## src/sv/tss_pkg.sv

```systemverilog
// Package for the target score select block: field widths, scoring constants,
// reciprocal multipliers and the control/status types between controller and datapath.
// No dependencies.
`timescale 1ns / 1ps

package tss_pkg;

   localparam int CLASS_W = 4;
   localparam int MASK_W  = 16;
   localparam int CONF_W  = 17;
   localparam int DIST_W  = 16;
   localparam int BOX_W   = 12;
   localparam int COUNT_W = 9;
   localparam int INDEX_W = 8;
   localparam int SCORE_W = 17;
   localparam int CSR_IDX_W  = 1;
   localparam int CSR_DATA_W = 17;

   localparam int DEFAULT_MAX_ITEMS = 256;
   localparam int NUM_CLASSES       = 16;

   localparam int SCORE_ONE   = 65536;
   localparam int TRACK_BONUS = 13107;
   localparam int SIZE_CAP    = 6553;
   localparam int SIZE_KNEE   = 3072;   // smallest box area that reaches the size cap
   localparam int DIST_FULL   = 1600;   // 100 m in Q12.4
   localparam int COUNT_SAT   = 256;

   // floor(x / d) = (x * RECIP) >> SHIFT over the ranges used here
   localparam int RECIP5   = 52429;
   localparam int SHIFT5   = 18;
   localparam int RECIP25  = 2684355;
   localparam int SHIFT25  = 26;
   localparam int RECIP10  = 209716;
   localparam int SHIFT10  = 21;
   localparam int RECIP15  = 139811;
   localparam int SHIFT15  = 21;

   typedef enum logic [CSR_IDX_W-1:0] {
      CSR_CLASS_MASK = 1'b0,
      CSR_MIN_CONF   = 1'b1
   } csr_index_type;

   typedef struct packed {
      logic capture;
      logic mul_en;
      logic div_en;
      logic sum_en;
      logic upd_en;
   } tss_cmd_type;

   typedef struct packed {
      logic last;
      logic out_blocked;
   } tss_stat_type;

endpackage

```

## src/sv/tss_req_if.sv

```systemverilog
// Detection input channel: valid/ready handshake plus one detection word.
// Depends on tss_pkg.
`timescale 1ns / 1ps

interface tss_req_if
   import tss_pkg::*;
();
   logic               valid;
   logic               ready;
   logic               well_formed;
   logic [CLASS_W-1:0] class_num;
   logic [CONF_W-1:0]  confidence;
   logic               has_distance;
   logic [DIST_W-1:0]  distance;
   logic               tracked;
   logic               has_box;
   logic [BOX_W-1:0]   box_width;
   logic [BOX_W-1:0]   box_height;
   logic               last_item;

   modport source (
      output valid, well_formed, class_num, confidence, has_distance, distance,
             tracked, has_box, box_width, box_height, last_item,
      input  ready
   );

   modport sink (
      input  valid, well_formed, class_num, confidence, has_distance, distance,
             tracked, has_box, box_width, box_height, last_item,
      output ready
   );
endinterface

```

## src/sv/tss_rsp_if.sv

```systemverilog
// Frame result channel: valid/ready handshake plus one result word.
// Depends on tss_pkg.
`timescale 1ns / 1ps

interface tss_rsp_if
   import tss_pkg::*;
();
   logic               valid;
   logic               ready;
   logic               any_hit;
   logic [COUNT_W-1:0] hit_count;
   logic               best_present;
   logic [INDEX_W-1:0] best_index;
   logic [SCORE_W-1:0] win_score;

   modport source (
      output valid, any_hit, hit_count, best_present, best_index, win_score,
      input  ready
   );

   modport sink (
      input  valid, any_hit, hit_count, best_present, best_index, win_score,
      output ready
   );
endinterface

```

## src/sv/tss_ctrl.sv

```systemverilog
// Sequencer for the target score select block: steps one detection through
// capture, multiply, divide, sum and update. Depends on tss_pkg.
`timescale 1ns / 1ps

module tss_ctrl
   import tss_pkg::*;
(
   input  logic         clock,
   input  logic         reset,
   input  logic         req_valid,
   output logic         req_ready,
   input  tss_stat_type stat,
   output tss_cmd_type  cmd
);

   typedef enum logic [4:0] {
      ST_IDLE = 5'b00001,
      ST_MUL  = 5'b00010,
      ST_DIV  = 5'b00100,
      ST_SUM  = 5'b01000,
      ST_UPD  = 5'b10000
   } state_type;

   state_type state_ff, state_in;

   always_comb begin
      state_in    = state_ff;
      cmd         = '0;
      req_ready   = 1'b0;
      unique case (state_ff)
         ST_IDLE: begin
            req_ready   = 1'b1;
            cmd.capture = req_valid;
            if (req_valid) begin
               state_in = ST_MUL;
            end
         end
         ST_MUL: begin
            cmd.mul_en = 1'b1;
            state_in   = ST_DIV;
         end
         ST_DIV: begin
            cmd.div_en = 1'b1;
            state_in   = ST_SUM;
         end
         ST_SUM: begin
            cmd.sum_en = 1'b1;
            state_in   = ST_UPD;
         end
         ST_UPD: begin
            // hold the last detection's update while a finished frame result is still waiting
            if (!(stat.last && stat.out_blocked)) begin
               cmd.upd_en = 1'b1;
               state_in   = ST_IDLE;
            end
         end
         default: state_in = ST_IDLE;
      endcase
   end

   always_ff @(posedge clock) begin
      if (reset) begin
         state_ff <= ST_IDLE;
      end else begin
         state_ff <= state_in;
      end
   end

endmodule

```

## src/sv/tss_datapath.sv

```systemverilog
// Datapath for the target score select block: configuration registers, score
// arithmetic, frame count and best tracking, result register. Depends on tss_pkg.
`timescale 1ns / 1ps

module tss_datapath
   import tss_pkg::*;
#(
   parameter int MAX_ITEMS = DEFAULT_MAX_ITEMS
) (
   input  logic                  clock,
   input  logic                  reset,
   input  tss_cmd_type           cmd,
   output tss_stat_type          stat,
   input  logic                  csr_we,
   input  logic [CSR_IDX_W-1:0]  csr_index,
   input  logic [CSR_DATA_W-1:0] csr_wdata,
   tss_req_if.sink               req_bus,
   tss_rsp_if.source             rsp_bus
);

   localparam int POS_W = (MAX_ITEMS > 1) ? $clog2(MAX_ITEMS) : 1;

   logic [MASK_W-1:0] class_mask_ff;
   logic [CONF_W-1:0] min_conf_ff;

   logic              pass_ff;
   logic [CONF_W-1:0] conf_ff;
   logic              has_dist_ff;
   logic [DIST_W-1:0] dist_ff;
   logic              tracked_ff;
   logic              has_box_ff;
   logic [BOX_W-1:0]  width_ff;
   logic [BOX_W-1:0]  height_ff;
   logic              last_ff;

   logic [SCORE_W-1:0]  conf_term_ff;
   logic [SCORE_W-1:0]  ds_ff;
   logic [2*BOX_W-1:0]  area_ff;
   logic [SCORE_W-1:0]  dist_term_ff;
   logic [13:0]         size_term_ff;
   logic [SCORE_W-1:0]  score_ff;

   logic [POS_W-1:0]    pos_ff;
   logic [COUNT_W-1:0]  count_ff;
   logic [SCORE_W-1:0]  top_score_ff;
   logic [POS_W-1:0]    top_pos_ff;
   logic                top_valid_ff;

   logic                rsp_valid_ff;
   logic                found_ff;
   logic [COUNT_W-1:0]  out_count_ff;
   logic                present_ff;
   logic [INDEX_W-1:0]  index_ff;
   logic [SCORE_W-1:0]  best_ff;

   logic                class_ok;
   logic                pass_in;
   logic [34:0]         conf_prod;
   logic [10:0]         dist_left;
   logic [42:0]         ds_prod;
   logic [18:0]         ds_x3;
   logic [37:0]         dist_prod;
   logic [34:0]         size_prod;
   logic [13:0]         size_in;
   logic [17:0]         sum_raw;
   logic [SCORE_W-1:0]  score_in;
   logic                better;
   logic [COUNT_W-1:0]  count_in;
   logic [SCORE_W-1:0]  top_score_in;
   logic [POS_W-1:0]    top_pos_in;
   logic                top_valid_in;
   logic [POS_W-1:0]    pos_in;

   // filter
   assign class_ok = (7'(req_bus.class_num) < 7'(NUM_CLASSES)) &&
                     class_mask_ff[req_bus.class_num];
   assign pass_in  = req_bus.well_formed && class_ok && (req_bus.confidence >= min_conf_ff);

   // multiply stage
   assign conf_prod = 35'({conf_ff, 1'b0}) * 35'(RECIP5);
   assign dist_left = (has_dist_ff && (dist_ff < DIST_W'(DIST_FULL))) ?
                      11'(DIST_W'(DIST_FULL) - dist_ff) : '0;
   assign ds_prod   = 43'({dist_left, 10'b0}) * 43'(RECIP25);

   // divide stage
   assign ds_x3     = 19'(ds_ff) + 19'({ds_ff, 1'b0});
   assign dist_prod = 38'(ds_x3) * 38'(RECIP10);
   assign size_prod = 35'({area_ff[11:0], 5'b0}) * 35'(RECIP15);
   assign size_in   = (area_ff >= 24'(SIZE_KNEE)) ? 14'(SIZE_CAP) : size_prod[34:SHIFT15];

   // sum stage
   assign sum_raw  = 18'(conf_term_ff) + 18'(dist_term_ff) +
                     (tracked_ff ? 18'(TRACK_BONUS) : 18'd0) + 18'(size_term_ff);
   assign score_in = (sum_raw > 18'(SCORE_ONE)) ? SCORE_W'(SCORE_ONE) : SCORE_W'(sum_raw);

   // update stage
   assign better       = pass_ff && (score_ff > top_score_ff);
   assign count_in     = (pass_ff && (count_ff < COUNT_W'(COUNT_SAT))) ? count_ff + 1'b1 :
                         count_ff;
   assign top_score_in = better ? score_ff : top_score_ff;
   assign top_pos_in   = better ? pos_ff : top_pos_ff;
   assign top_valid_in = better | top_valid_ff;
   assign pos_in       = (pos_ff == POS_W'(MAX_ITEMS - 1)) ? '0 : pos_ff + 1'b1;

   assign stat.last        = last_ff;
   assign stat.out_blocked = rsp_valid_ff && !rsp_bus.ready;

   always_ff @(posedge clock) begin
      if (reset) begin
         class_mask_ff <= '0;
         min_conf_ff   <= '0;
      end else if (csr_we) begin
         unique case (csr_index)
            CSR_CLASS_MASK: class_mask_ff <= csr_wdata[MASK_W-1:0];
            CSR_MIN_CONF:   min_conf_ff   <= csr_wdata[CONF_W-1:0];
            default: ;
         endcase
      end
   end

   always_ff @(posedge clock) begin
      if (cmd.capture) begin
         pass_ff     <= pass_in;
         conf_ff     <= req_bus.confidence;
         has_dist_ff <= req_bus.has_distance;
         dist_ff     <= req_bus.distance;
         tracked_ff  <= req_bus.tracked;
         has_box_ff  <= req_bus.has_box;
         width_ff    <= req_bus.box_width;
         height_ff   <= req_bus.box_height;
         last_ff     <= req_bus.last_item;
      end
      if (cmd.mul_en) begin
         conf_term_ff <= conf_prod[SCORE_W+SHIFT5-1:SHIFT5];
         ds_ff        <= ds_prod[SCORE_W+SHIFT25-1:SHIFT25];
         area_ff      <= has_box_ff ? width_ff * height_ff : '0;
      end
      if (cmd.div_en) begin
         dist_term_ff <= dist_prod[SCORE_W+SHIFT10-1:SHIFT10];
         size_term_ff <= size_in;
      end
      if (cmd.sum_en) begin
         score_ff <= score_in;
      end
      if (cmd.upd_en && last_ff) begin
         found_ff     <= (count_in != '0);
         out_count_ff <= count_in;
         present_ff   <= top_valid_in;
         index_ff     <= INDEX_W'(top_pos_in);
         best_ff      <= top_score_in;
      end
   end

   always_ff @(posedge clock) begin
      if (reset) begin
         pos_ff       <= '0;
         count_ff     <= '0;
         top_score_ff <= '0;
         top_pos_ff   <= '0;
         top_valid_ff <= 1'b0;
         rsp_valid_ff <= 1'b0;
      end else begin
         if (cmd.upd_en) begin
            if (last_ff) begin
               pos_ff       <= '0;
               count_ff     <= '0;
               top_score_ff <= '0;
               top_pos_ff   <= '0;
               top_valid_ff <= 1'b0;
            end else begin
               pos_ff       <= pos_in;
               count_ff     <= count_in;
               top_score_ff <= top_score_in;
               top_pos_ff   <= top_pos_in;
               top_valid_ff <= top_valid_in;
            end
         end
         if (cmd.upd_en && last_ff) begin
            rsp_valid_ff <= 1'b1;
         end else if (rsp_bus.ready) begin
            rsp_valid_ff <= 1'b0;
         end
      end
   end

   assign rsp_bus.valid        = rsp_valid_ff;
   assign rsp_bus.any_hit      = found_ff;
   assign rsp_bus.hit_count    = out_count_ff;
   assign rsp_bus.best_present = present_ff;
   assign rsp_bus.best_index   = index_ff;
   assign rsp_bus.win_score    = best_ff;

endmodule

```

## src/sv/target_score_select_top.sv

```systemverilog
// Top level of the target score select block: sequencer plus datapath.
// Depends on tss_pkg, tss_req_if, tss_rsp_if, tss_ctrl and tss_datapath.
//
//   port      dir   handshake       carries
//   req_bus   in    valid/ready     one detection word
//   rsp_bus   out   valid/ready     one frame result word, after the last detection
//   csr_*     in    write enable    class mask, minimum confidence
//
// Each detection steps through capture, multiply, divide, sum and update, driven by
// the sequencer over the shared score datapath; req_bus.ready is high only in idle.
// A frame result waits in an output register; a new frame may start meanwhile, and the
// update of its last detection holds until the previous result is taken.
// Synchronous active-high reset clears the frame state and the configuration.
`timescale 1ns / 1ps

module target_score_select_top
   import tss_pkg::*;
#(
   parameter int MAX_ITEMS = DEFAULT_MAX_ITEMS
) (
   input  logic                  clock,
   input  logic                  reset,
   tss_req_if.sink               req_bus,
   tss_rsp_if.source             rsp_bus,
   input  logic                  csr_we,
   input  logic [CSR_IDX_W-1:0]  csr_index,
   input  logic [CSR_DATA_W-1:0] csr_wdata
);

   tss_cmd_type  cmd;
   tss_stat_type stat;

   tss_ctrl u_ctrl (
      .clock     (clock),
      .reset     (reset),
      .req_valid (req_bus.valid),
      .req_ready (req_bus.ready),
      .stat      (stat),
      .cmd       (cmd)
   );

   tss_datapath #(
      .MAX_ITEMS (MAX_ITEMS)
   ) u_datapath (
      .clock     (clock),
      .reset     (reset),
      .cmd       (cmd),
      .stat      (stat),
      .csr_we    (csr_we),
      .csr_index (csr_index),
      .csr_wdata (csr_wdata),
      .req_bus   (req_bus),
      .rsp_bus   (rsp_bus)
   );

endmodule

```

## src/flat_wrapper.sv

```systemverilog
// flat-port wrapper written by rule: the top's interface ports become plain ports
module target_score_select_top_flat import tss_pkg::*;
#(
   parameter int MAX_ITEMS = DEFAULT_MAX_ITEMS
)
  (clock, reset, csr_we, csr_index, csr_wdata, req_bus_valid, req_bus_well_formed, req_bus_class_num, req_bus_confidence, req_bus_has_distance, req_bus_distance, req_bus_tracked, req_bus_has_box, req_bus_box_width, req_bus_box_height, req_bus_last_item, req_bus_ready, rsp_bus_valid, rsp_bus_any_hit, rsp_bus_hit_count, rsp_bus_best_present, rsp_bus_best_index, rsp_bus_win_score, rsp_bus_ready);
  tss_req_if req_bus_i ();
  tss_rsp_if rsp_bus_i ();
  input  logic clock;
  input  logic reset;
  input  logic csr_we;
  input  logic [CSR_IDX_W-1:0] csr_index;
  input  logic [CSR_DATA_W-1:0] csr_wdata;
  input wire logic [$bits(req_bus_i.valid)-1:0] req_bus_valid;
  input wire logic [$bits(req_bus_i.well_formed)-1:0] req_bus_well_formed;
  input wire logic [$bits(req_bus_i.class_num)-1:0] req_bus_class_num;
  input wire logic [$bits(req_bus_i.confidence)-1:0] req_bus_confidence;
  input wire logic [$bits(req_bus_i.has_distance)-1:0] req_bus_has_distance;
  input wire logic [$bits(req_bus_i.distance)-1:0] req_bus_distance;
  input wire logic [$bits(req_bus_i.tracked)-1:0] req_bus_tracked;
  input wire logic [$bits(req_bus_i.has_box)-1:0] req_bus_has_box;
  input wire logic [$bits(req_bus_i.box_width)-1:0] req_bus_box_width;
  input wire logic [$bits(req_bus_i.box_height)-1:0] req_bus_box_height;
  input wire logic [$bits(req_bus_i.last_item)-1:0] req_bus_last_item;
  output wire logic [$bits(req_bus_i.ready)-1:0] req_bus_ready;
  output wire logic [$bits(rsp_bus_i.valid)-1:0] rsp_bus_valid;
  output wire logic [$bits(rsp_bus_i.any_hit)-1:0] rsp_bus_any_hit;
  output wire logic [$bits(rsp_bus_i.hit_count)-1:0] rsp_bus_hit_count;
  output wire logic [$bits(rsp_bus_i.best_present)-1:0] rsp_bus_best_present;
  output wire logic [$bits(rsp_bus_i.best_index)-1:0] rsp_bus_best_index;
  output wire logic [$bits(rsp_bus_i.win_score)-1:0] rsp_bus_win_score;
  input wire logic [$bits(rsp_bus_i.ready)-1:0] rsp_bus_ready;
  assign req_bus_i.valid = req_bus_valid;
  assign req_bus_i.well_formed = req_bus_well_formed;
  assign req_bus_i.class_num = req_bus_class_num;
  assign req_bus_i.confidence = req_bus_confidence;
  assign req_bus_i.has_distance = req_bus_has_distance;
  assign req_bus_i.distance = req_bus_distance;
  assign req_bus_i.tracked = req_bus_tracked;
  assign req_bus_i.has_box = req_bus_has_box;
  assign req_bus_i.box_width = req_bus_box_width;
  assign req_bus_i.box_height = req_bus_box_height;
  assign req_bus_i.last_item = req_bus_last_item;
  assign req_bus_ready = req_bus_i.ready;
  assign rsp_bus_valid = rsp_bus_i.valid;
  assign rsp_bus_any_hit = rsp_bus_i.any_hit;
  assign rsp_bus_hit_count = rsp_bus_i.hit_count;
  assign rsp_bus_best_present = rsp_bus_i.best_present;
  assign rsp_bus_best_index = rsp_bus_i.best_index;
  assign rsp_bus_win_score = rsp_bus_i.win_score;
  assign rsp_bus_i.ready = rsp_bus_ready;
  target_score_select_top #(.MAX_ITEMS(MAX_ITEMS)) u_core (.clock(clock), .reset(reset), .req_bus(req_bus_i), .rsp_bus(rsp_bus_i), .csr_we(csr_we), .csr_index(csr_index), .csr_wdata(csr_wdata));
endmodule
```

## config.mk

```make
export PLATFORM = sky130hd
export DESIGN_NAME = target_score_select_top_flat
export DESIGN_NICKNAME = d
export VERILOG_FILES = /design/src/sv/tss_pkg.sv /design/src/sv/tss_req_if.sv /design/src/sv/tss_rsp_if.sv /design/src/sv/tss_ctrl.sv /design/src/sv/tss_datapath.sv /design/src/sv/target_score_select_top.sv /design/src/flat_wrapper.sv
export SDC_FILE = /design/constraint.sdc
export NUM_CORES = 2
export LEC_CHECK = 0
export ABC_CLOCK_PERIOD_IN_PS = 14100
export BUFFER_PORTS_ARGS = -buffer_cell sky130_fd_sc_hd__buf_4
export CAP_MARGIN = 30
export CORE_MARGIN = 2
export CORE_UTILIZATION = 39
export CTS_BUF_LIST = sky130_fd_sc_hd__clkbuf_8 sky130_fd_sc_hd__clkbuf_16
export DETAILED_ROUTE_END_ITERATION = 12
export PLACE_DENSITY = 0.64
export SYNTH_ARGS = -nofsm -noshare
export SYNTH_HDL_FRONTEND = slang
export SYNTH_SLANG_ARGS = --single-unit
```

## constraint.sdc

```tcl
create_clock -name clock -period 14.1 [get_ports clock]
set_clock_uncertainty 0.05 [all_clocks]
set_input_delay 2.82 -clock clock [delete_from_list [all_inputs] [get_ports clock]]
set_output_delay 2.82 -clock clock [all_outputs]
set_load 0.02 [all_outputs]
```

==> flow_summary.toml <==
[clock_tree]
numCtsBuffers = 37
insertion_delay_ps = 570
cts.htree.levels = 2
hold_buffers = 0
clkTransAtPathRegs_ps = 60
clock_path_buffers = 3
cts-root-buf = "clkbuf_16"
cts_resized = 0
postCtsSetupRepairBufs = 0
cts.sinks = 284
cts_tree = "yes"

[min_path]
min_path_type = "register to register"
worstHoldPathCells = 2

[drt]
drc = 0
dr.pass1.iters = 5
topRoutingLayerUsed = "met4"
dr_total_vias = 21700
ant_nets = 0
wl_met1_um = 30900
drt_wl_total_um = 66600
vias_per_cell = 4.92
wl_per_cell_um = 15.1
wl_met3_um = 3000
drt_iter0_markers = 794
wl_met2_um = 31400

[sta]
worst_slew_pin_slew_ps = 993
setup_ws_ps = 5010
period_share_pct = 64.5
rsz0062_at_grt = "false"
hold_violations = 0
maxSlewViolCount = 0
max_freq_ghz = 0.110
setup_viol = 0
slew_headroom_pct = 33.7
fin_crit_ps = 9090
setup_tns_ps = 0

[critical_path]
critical_path_class = "register to register"
cp_slowest_cell = "fa_1"
required_ps = 14380
r2r_slack_ps = 5010
crit_arrival_ps = 9380
cp.depth = 30
critPathMaxFanout = 7
critical_path.max_stage_delay_ps = 560
cpLargestDelayFamily = "adder cells"
path_common_cell = "fa_1"
start_kind = "register"
crit_buf_inv = 4
rr_worst_depth = 30
end_kind = "register"

[placed_design]
place_ws_ps = 5080
gp_congestion = 0.895
detailed_place_hpwl_um = 55600
dp_cells = 4335
io_buffers = 126
place_area_mm2 = 0.0350

[cells_and_area]
area_growth_pct = 10.3
utilization_pct = 43.4
nets = 4368
final_cell_area_mm2 = 0.0363
drive_gt1_share_pct = 7.34
final_common_cell = "inv_1"
final_cells = 4405
most-common-layout-cells = "inv_1, ha_1, fa_1"

[flow_run]
drv_cap = 0

[yosys]
synth_area_mm2 = 0.0329
syn_avg_cell_area_um2 = 10.3
synth_edf_count = 202
ys_ff_latch = 284
async_flop_share_pct = 0
yosysUniqueCellTypes = 84
syn_inst = 3181
ys_warn_count = 0
synth_ff_type = "edfxtp_1"
seq_area_frac_synth_pct = 23.4
synthesis.nets = 4254

[floorplan]
dieArea_mm2 = 0.0866
core_area_mm2 = 0.0836
die_h_um = 294
io-pin-count = 127
dieWidth_um = 294
start_util_pct = 39.3
num_rows = 106

[power]
powerDensity_mw_per_mm2 = 168
irDropWorstVdd_uv = 158
leakage_nw = 17.7

[global_route]
grt_pass1_vias = 22600
grt_max_degree = 63
groute.usage.overall_pct = 16.0
grt.overflow.total = 0
grt_pass1_wl_um = 113000
antenna_found_initial = 0

[status]
status = "completed"
[cell usage after synthesis (9+ instances only)]
| cell | count | area share (%) |
|---|---|---|
| inv_1 | 669 | 7.6 |
| ha_1 | 587 | 22 |
| fa_1 | 397 | 24 |
| nand2_1 | 252 | 2.9 |
| edfxtp_1 | 202 | 18 |
| a21oi_1 | 137 | 2.1 |
| nor2_1 | 118 | 1.3 |
| dfxtp_1 | 82 | 5.0 |
| and2_1 | 78 | 1.5 |
| xnor2_1 | 70 | 1.9 |
| xor2_1 | 55 | 1.5 |
| o21ai_0 | 52 | 0.79 |
| clkbuf_1 | 50 | 0.57 |
| nor3_1 | 35 | 0.53 |
| nand3_1 | 33 | 0.50 |
| a21o_1 | 32 | 0.73 |
| nor2b_1 | 29 | 0.55 |
| a32o_1 | 25 | 0.76 |
| o21a_1 | 23 | 0.53 |
| nand4_1 | 20 | 0.38 |
| and3_1 | 19 | 0.36 |
| a211oi_1 | 15 | 0.34 |
| or3_1 | 13 | 0.25 |
| nor3b_1 | 12 | 0.27 |
| or2_2 | 12 | 0.23 |
| mux2_2 | 10 | 0.34 |
| nand2b_1 | 10 | 0.19 |
| nor4_1 | 9 | 0.17 |
[per-stage QoR]
step	hold slack (ps)	power [W]
floorplan	379	0.00431
global placement	392	0.00512
detailed placement	395	0.00519
CTS	403	0.00618
global route	418	0.00680
finish	401	0.00610
[worst paths after layout]
| check | from | to |
|---|---|---|
| setup / recovery | u_core.u_datapath.ds_ff[0] | u_core.u_datapath.dist_term_ff[10] |
| hold / removal | u_core.u_datapath.class_mask_ff[9] | u_core.u_datapath.class_mask_ff[9] |
| setup reg to reg | u_core.u_datapath.ds_ff[0] | u_core.u_datapath.dist_term_ff[10] |
| hold reg to reg | u_core.u_datapath.class_mask_ff[9] | u_core.u_datapath.class_mask_ff[9] |
[per-layer routing]
metal,global-route usage [%],vias to the layer above
met2,26.8,341
met5,0,-
met4,3.58,0
li1,-,10700
met3,2.52,67
met1,21.8,10600
[cell families (layout without fill, tap and decap cells)]
group | count (synthesis) | count (layout) | synth area share (%)
fa+ha+maj | 984 | 984 | 46.5
buf+inv | 727 | 870 | 8.34
simple gates | 669 | 669 | 9.96
compound gates | 375 | 375 | 7.65
flops | 284 | 284 | 23.4
xor+xnor | 125 | 125 | 3.33
mux | 17 | 17 | 0.746
other cells | 0 | 1 | 0
[cell type report]
| class | count | area, µm² |
|---|---|---|
| fillers | 7944 | 47300 |
| well taps | 1080 | 1350 |
| clock inverters | 29 | 250 |
| multi-input cells | 2170 | 22500 |
| repair buffers | 133 | 1020 |
| diodes | 1 | 2.50 |
| clock buffers | 39 | 965 |
| inverters | 669 | 2510 |
| flip-flops and latches | 284 | 7710 |
[worst min-delay path, cell delays in order (launching register included)]
cell and delay (ps):
dfxtp_1 310, nand2_1 50, a21oi_1 50
[registers in the layout, indices dropped and copies added (netlist names), 5 cells and up]
| signal | count |
|---|---|
| u_core.u_datapath.dist_ff | 16 |
| u_core.u_datapath.count_ff | 9 |
| u_core.u_datapath.conf_term_ff | 16 |
| u_core.u_datapath.top_score_ff | 17 |
| u_core.u_datapath.rsp_bus.best_index | 8 |
| u_core.u_datapath.rsp_bus.win_score | 17 |
| u_core.u_datapath.conf_ff | 17 |
| u_core.u_datapath.dist_term_ff | 16 |
| u_core.u_ctrl.state_ff | 5 |
| u_core.u_datapath.top_pos_ff | 8 |
| u_core.u_datapath.pos_ff | 8 |
| u_core.u_datapath.class_mask_ff | 16 |
| u_core.u_datapath.rsp_bus.hit_count | 9 |
| u_core.u_datapath.height_ff | 12 |
| u_core.u_datapath.width_ff | 12 |
| u_core.u_datapath.min_conf_ff | 17 |
| u_core.u_datapath.size_term_ff | 14 |
| u_core.u_datapath.ds_ff | 17 |
| u_core.u_datapath.area_ff | 24 |
| u_core.u_datapath.score_ff | 17 |
[report_power, final]
part / switching (W) / internal (W) / leakage (nW)
Combinational: 0.00222 / 0.00179 / 14.6
Clock: 0.000380 / 0.000554 / 0.617
Sequential: 0.0000573 / 0.00109 / 2.54
Note: power is estimated with default switching activity, not from simulation.
